### config.mk
export PLATFORM = sky130hd
export DESIGN_NAME = lla_sweep
export DESIGN_NICKNAME = d
export VERILOG_FILES = /design/src/design/lla_pkg.sv /design/src/design/lla_sweep.sv
export SDC_FILE = /design/constraint.sdc
export NUM_CORES = 1
export LEC_CHECK = 0
export ABC_CLOCK_PERIOD_IN_PS = 6600
export BUFFER_PORTS_ARGS = -buffer_cell sky130_fd_sc_hd__buf_4
export CAP_MARGIN = 20
export CELL_PAD_IN_SITES_DETAIL_PLACEMENT = 1
export CELL_PAD_IN_SITES_GLOBAL_PLACEMENT = 1
export CORE_ASPECT_RATIO = 0.6
export CORE_UTILIZATION = 55
export DETAILED_ROUTE_END_ITERATION = 6
export PLACE_DENSITY = 0.84
export SYNTH_ARGS = -nofsm -noshare
export SYNTH_HDL_FRONTEND = slang
export SYNTH_SLANG_ARGS = --single-unit
### constraint.sdc
create_clock -name clk -period 6.6 [get_ports clk]
set_clock_uncertainty 0.05 [all_clocks]
set_input_delay 0.66 -clock clk [delete_from_list [all_inputs] [get_ports clk]]
set_output_delay 0.66 -clock clk [all_outputs]
set_load 0.05 [all_outputs]
### src/design/lla_pkg.sv
// ---------------------------------------------------------------------------
// Life-like cell automaton package
// Shared constants, codes and types of the cell automaton block.
// ---------------------------------------------------------------------------
`default_nettype none

package lla_pkg;

  localparam int OP_W      = 2;
  localparam int COORD_W   = 6;
  localparam int CFG_W     = 7;
  localparam int CFG_IDX_W = 1;
  localparam int COUNT_W   = 4;

  localparam logic [OP_W-1:0] OP_WRITE   = 2'd0;
  localparam logic [OP_W-1:0] OP_READ    = 2'd1;
  localparam logic [OP_W-1:0] OP_ADVANCE = 2'd2;

  localparam logic [CFG_IDX_W-1:0] CFG_GRID_WIDTH  = 1'd0;
  localparam logic [CFG_IDX_W-1:0] CFG_GRID_HEIGHT = 1'd1;

  localparam logic [CFG_W-1:0] SIZE_RESET = 7'd64;

  localparam logic RK_READ    = 1'b0;
  localparam logic RK_ADVANCE = 1'b1;

  localparam logic [COUNT_W-1:0] KEEP_LO  = 4'd2;
  localparam logic [COUNT_W-1:0] BIRTH_LO = 4'd4;
  localparam logic [COUNT_W-1:0] BIRTH_HI = 4'd5;

  typedef enum logic [2:0] {
    ST_CLEAR,
    ST_IDLE,
    ST_READ,
    ST_SWEEP,
    ST_DONE
  } state_t;

  typedef struct packed {
    logic rd_en;
    logic wr_en;
    logic wr_data;
  } grid_ctl_t;

  typedef struct packed {
    logic busy;
    logic done;
  } sweep_stat_t;

endpackage

`default_nettype wire

### src/design/lla_sweep.sv
// ---------------------------------------------------------------------------
// Generation sweep
// Raster scan of the grid with a two-row line memory of the old generation
// and a three by three window; writes each new cell back into the grid.
// ---------------------------------------------------------------------------
`default_nettype none

module lla_sweep #(
  parameter int MAX_WIDTH  = 64,
  parameter int MAX_HEIGHT = 64
) (
  input  wire logic                            clk,
  input  wire logic                            rst,
  input  wire logic                            start,
  input  wire logic [$clog2(MAX_WIDTH+1)-1:0]  w_use,
  input  wire logic [$clog2(MAX_HEIGHT+1)-1:0] h_use,
  input  wire logic                            grid_rdata,
  output lla_pkg::grid_ctl_t                   ctl,
  output logic [$clog2(MAX_HEIGHT)-1:0]        rd_row,
  output logic [$clog2(MAX_WIDTH)-1:0]         rd_col,
  output logic [$clog2(MAX_HEIGHT)-1:0]        wr_row,
  output logic [$clog2(MAX_WIDTH)-1:0]         wr_col,
  output lla_pkg::sweep_stat_t                 stat
);

  localparam int CW  = $clog2(MAX_WIDTH);
  localparam int RW  = $clog2(MAX_HEIGHT);
  localparam int CW1 = $clog2(MAX_WIDTH + 1);
  localparam int RW1 = $clog2(MAX_HEIGHT + 1);

  logic           active;
  logic [RW1-1:0] row;
  logic [CW1-1:0] col;
  logic           last_col;
  logic           last_row;
  logic           in_grid;

  logic          s1_valid;
  logic          s1_top_row;
  logic          s1_pad;
  logic          s1_fetch;
  logic          s1_first;
  logic          s1_emit;
  logic          s1_last;
  logic [CW-1:0] s1_col;
  logic [RW-1:0] s1_crow;
  logic [CW-1:0] s1_ccol;

  logic          s2_valid;
  logic          s2_emit;
  logic          s2_last;
  logic [RW-1:0] s2_crow;
  logic [CW-1:0] s2_ccol;

  logic [1:0] lb_mem [MAX_WIDTH];
  logic [1:0] lb_q;
  logic [2:0] newcol;
  logic [2:0] win [3];

  logic [lla_pkg::COUNT_W-1:0] count;
  logic                        centre;
  logic                        next_cell;

  assign last_col = (col == w_use);
  assign last_row = (row == h_use);
  assign in_grid  = ~last_col & ~last_row;

  always_ff @(posedge clk) begin
    if (rst) begin
      active <= 1'b0;
    end else if (start) begin
      active <= 1'b1;
    end else if (active && last_col && last_row) begin
      active <= 1'b0;
    end
  end

  always_ff @(posedge clk) begin
    if (start) begin
      row <= '0;
      col <= '0;
    end else if (active) begin
      if (last_col) begin
        col <= '0;
        row <= row + RW1'(1);
      end else begin
        col <= col + CW1'(1);
      end
    end
  end

  always_ff @(posedge clk) begin
    if (active && !last_col) begin
      lb_q <= lb_mem[CW'(col)];
    end
    if (s1_valid && !s1_pad) begin
      lb_mem[s1_col] <= newcol[2:1];
    end
  end

  always_ff @(posedge clk) begin
    if (rst) begin
      s1_valid <= 1'b0;
      s2_valid <= 1'b0;
    end else begin
      s1_valid <= active;
      s2_valid <= s1_valid;
    end
  end

  always_ff @(posedge clk) begin
    s1_top_row <= (row == '0);
    s1_pad     <= last_col;
    s1_fetch   <= in_grid;
    s1_first   <= (col == '0);
    s1_emit    <= (row != '0) && (col != '0);
    s1_last    <= last_col && last_row;
    s1_col     <= CW'(col);
    s1_crow    <= RW'(row - RW1'(1));
    s1_ccol    <= CW'(col - CW1'(1));
    s2_emit    <= s1_emit;
    s2_last    <= s1_last;
    s2_crow    <= s1_crow;
    s2_ccol    <= s1_ccol;
  end

  assign newcol[0] = ~s1_pad & ~s1_top_row & lb_q[0];
  assign newcol[1] = ~s1_pad & ~s1_top_row & lb_q[1];
  assign newcol[2] = s1_fetch & grid_rdata;

  always_ff @(posedge clk) begin
    if (s1_valid) begin
      if (s1_first) begin
        win[0] <= '0;
        win[1] <= '0;
      end else begin
        win[0] <= win[1];
        win[1] <= win[2];
      end
      win[2] <= newcol;
    end
  end

  always_comb begin
    count = lla_pkg::COUNT_W'(win[0][0]) + lla_pkg::COUNT_W'(win[0][1])
          + lla_pkg::COUNT_W'(win[0][2]) + lla_pkg::COUNT_W'(win[1][0])
          + lla_pkg::COUNT_W'(win[1][2]) + lla_pkg::COUNT_W'(win[2][0])
          + lla_pkg::COUNT_W'(win[2][1]) + lla_pkg::COUNT_W'(win[2][2]);
    centre = win[1][1];
    if (count >= lla_pkg::BIRTH_LO && count <= lla_pkg::BIRTH_HI) begin
      next_cell = 1'b1;
    end else if (count >= lla_pkg::KEEP_LO && count < lla_pkg::BIRTH_LO) begin
      next_cell = centre;
    end else begin
      next_cell = 1'b0;
    end
  end

  assign ctl.rd_en   = active & in_grid;
  assign ctl.wr_en   = s2_valid & s2_emit;
  assign ctl.wr_data = next_cell;
  assign rd_row      = RW'(row);
  assign rd_col      = CW'(col);
  assign wr_row      = s2_crow;
  assign wr_col      = s2_ccol;
  assign stat.busy   = active | s1_valid | s2_valid;
  assign stat.done   = s2_valid & s2_last;

  a_start_idle : assert property (@(posedge clk) disable iff (rst)
    start |-> !stat.busy)
    else $error("sweep started while busy");

  a_no_same_cell : assert property (@(posedge clk) disable iff (rst)
    ctl.rd_en && ctl.wr_en |-> (rd_row != wr_row || rd_col != wr_col))
    else $error("sweep reads and writes the same cell in one cycle");

  a_done_drains : assert property (@(posedge clk) disable iff (rst)
    stat.done |=> !stat.busy)
    else $error("sweep still busy after completion");

endmodule

`default_nettype wire

==> flow_summary.toml <==
[logic_synthesis]
synth_cell_types = 49
dominantRegCellSynth = "edfxtp_1"
yosysTopAreaCell = "edfxtp_1"
yosys-top-cells-count = "edfxtp_1, nor2_1, dfxtp_1"
async_flop_share_pct = 0
synth_seq_area_share_pct = 66.0
synth_nets = 588
netlist_area_um2 = 7990
yosys_register_bits = 194
synth_area_leaders = "edfxtp_1, dfxtp_1, mux4_2, nor2_1, mux4_1"
synth_edf_count = 139
synthCells = 557
synth.most_common_cell = "edfxtp_1"
syn_area_per_cell_um2 = 14.3
ys_warn_count = 0
synth_top_area_share_pct = 52.2

[worst_setup_path]
r2r-start = "col[0]"
crit_fanout = 3
start_kind = "flip-flop"
cpMostUsedCell = "fa_1"
worstPathCellList = "inv_1, fa_1, fa_1, fa_1, inv_1, ha_1, inv_1, fa_1, nor2b_1, nor2_1, a2111oi_0, nand2_1, o21ai_0, buf_4"
cp.required_ns = 5.89
crit_path_end_kind = "output port"
startpoint = "win[0][3]"
path_buf_inv = 4
crit_path_top_delay_cell = "fa_1"
critical_path.max_stage_delay_ns = 0.50
arrival_ns = 4.11
crit_family = "adder cells"
worstSetupPathType = "flip-flop to output port"

[hold_path]
hold_path_class = "flip-flop to flip-flop"
min_from = "s1_crow[0]"

[timing]
tightest_slew_ns = 0.924
tns_ns = 0
slew_viol_final = 0
fin_crit_ns = 4.82
setup_slack_ns = 1.78
hold_viol_final = 0
rsz0062_at_grt = "false"
max_freq_mhz = 208
maxSlewHeadroom_pct = 38.3
setup_viol = 0
fin_crit_sh_pct = 73.0

[die]
std_cell_rows = 33
initial_core_util_pct = 57.4
die_w_um = 158
die_y_um = 95.4
die_area_um2 = 15000
core_um2 = 13900
pin_count = 47

[drt]
route.met3.wl_um = 846
wl_mm = 18.4
drtAntennaViolNets = 0
vias_per_cell = 5.75
via_count = 4555
highest_layer = "met4"
firstDrtPassIters = 4
drt-met1-wl_mm = 8.87
wl_per_cell_um = 23.3
drc = 0
drtIter0Drc = 494
wl_met2_mm = 8.51

[cts]
clock_sinks = 194
cts_tree = "yes"
path_clk_slew_ns = 0.07
clockBufferDepth = 2
cts-resized-gates = 0
clock-root-buffer = "clkbuf_16"
hold_buffers = 0
numCtsBuffers = 17
htree_levels = 4
clk_latency_ns = 0.43
post-cts-setup-buffers = 0

[power]
p_clk_share_pct = 41.3
switching_share_pct = 22.8
p_comb_share_pct = 6.2
leakage_nw = 3.08
finalPower_mw = 2.53
peakVddDrop_v = 0.000175
p_sw_mw = 0.578
power_density_nw_per_um2 = 281
p_int_mw = 1.96
seq_power_share_pct = 52.5

[grt]
antenna_found_initial = 0
grt_max_degree = 66
grt.total_usage_pct = 26.3
grt_pass1_wl_mm = 28.0
grt_pass1_vias = 4752
grt_overflow = 0

[place]
placed_cells = 759
portBuffers = 46
gp_congestion = 0.798
place_hpwl_mm = 12.2
place_ws_ns = 2.25

[cells_and_area]
nets = 618
final_cells = 792
num_antenna_cells = 0
drive_gt1_share_pct = 20.5
area_growth_pct = 12.9

[outcome]
status = "complete, no violations"

[job]
max-cap-violations = 0
-- area by class of cell --
type,count,area [µm²]
Sequential cell,194,5280
Fill cell,1297,4900
Multi-Input combinational cell,297,2390
Clock buffer,20,478
Timing Repair Buffer,52,403
Tap cell,192,240
Clock inverter,12,134
Inverter,25,93.8
-- metrics by stage --
stage	util [%]	hold WS (ns)	instance area, µm²
floorplan	-	0.260	7990
global placement	60.3	0.261	8380
detailed placement	60.3	0.264	8380
CTS	64.7	0.282	9000
global route	64.8	0.285	9020
finish	64.8	0.279	9020
-- routing by layer --
layer | vias to the layer above | global-route usage (%)
met2 | 109 | 40.9
met3 | 22 | 5.41
met1 | 2365 | 38.4
met5 | - | 0
met4 | 0 | 6.47
li1 | 2059 | -
-- power groups by stage --
stage,clock network (mW),registers [mW],logic (mW)
after global routing,1.11,1.33,0.167
final,1.05,1.33,0.157
after global placement,0,1.36,0.147
after CTS,1.07,1.33,0.156
after floorplan,0,1.36,0.103
after detailed placement,0,1.36,0.154
-- final timing paths --
check,endpoint,slack [ns],depth (start not counted)
worst max-delay path,ctl[0],1.78,14
worst min-delay path,wr_row[0],0.28,0
worst max register to register,lb_q[0],3.59,5
worst min register to register,wr_row[0],0.28,0
-- cell families (layout without fill, tap and decap cells) --
group | Yosys count | in the layout | share of synthesized area, %
AOI/OAI and AO/OA | 21 | 21 | 1.72
xor gates and xnor gates | 31 | 31 | 3.40
adders and majority gates | 13 | 13 | 2.41
buffers and inverters | 66 | 109 | 4.13
DFF | 194 | 194 | 66.0
muxes | 43 | 43 | 10.7
and+or+nand+nor | 189 | 189 | 11.6
-- registers in the layout, summed over array words and instances, names as in the netlist, 6 cells and up --
signal   cells
col          7
wr_row       6
lb_mem     128
s1_col       6
wr_col       6
s1_crow      6
win          9
row          7
s1_ccol      6
-- placed cells by master, fill, tap and decap left out, drive strengths merged, types with 7 or more instances in the layout --
cell / Yosys / final
nand4: 7 / 7
dfxtp: 55 / 55
mux4: 32 / 32
mux2i: 10 / 10
nand3: 9 / 9
nor3: 11 / 11
buf: 26 / 52
xnor2: 17 / 17
nand2: 25 / 25
a21oi: 8 / 8
xor2: 14 / 14
nor2: 90 / 90
clkbuf: 15 / 20
inv: 24 / 30
edfxtp: 139 / 139
ha: 9 / 9
and2: 11 / 11
nor2b: 7 / 7
Power figures use the tool's default switching activity.
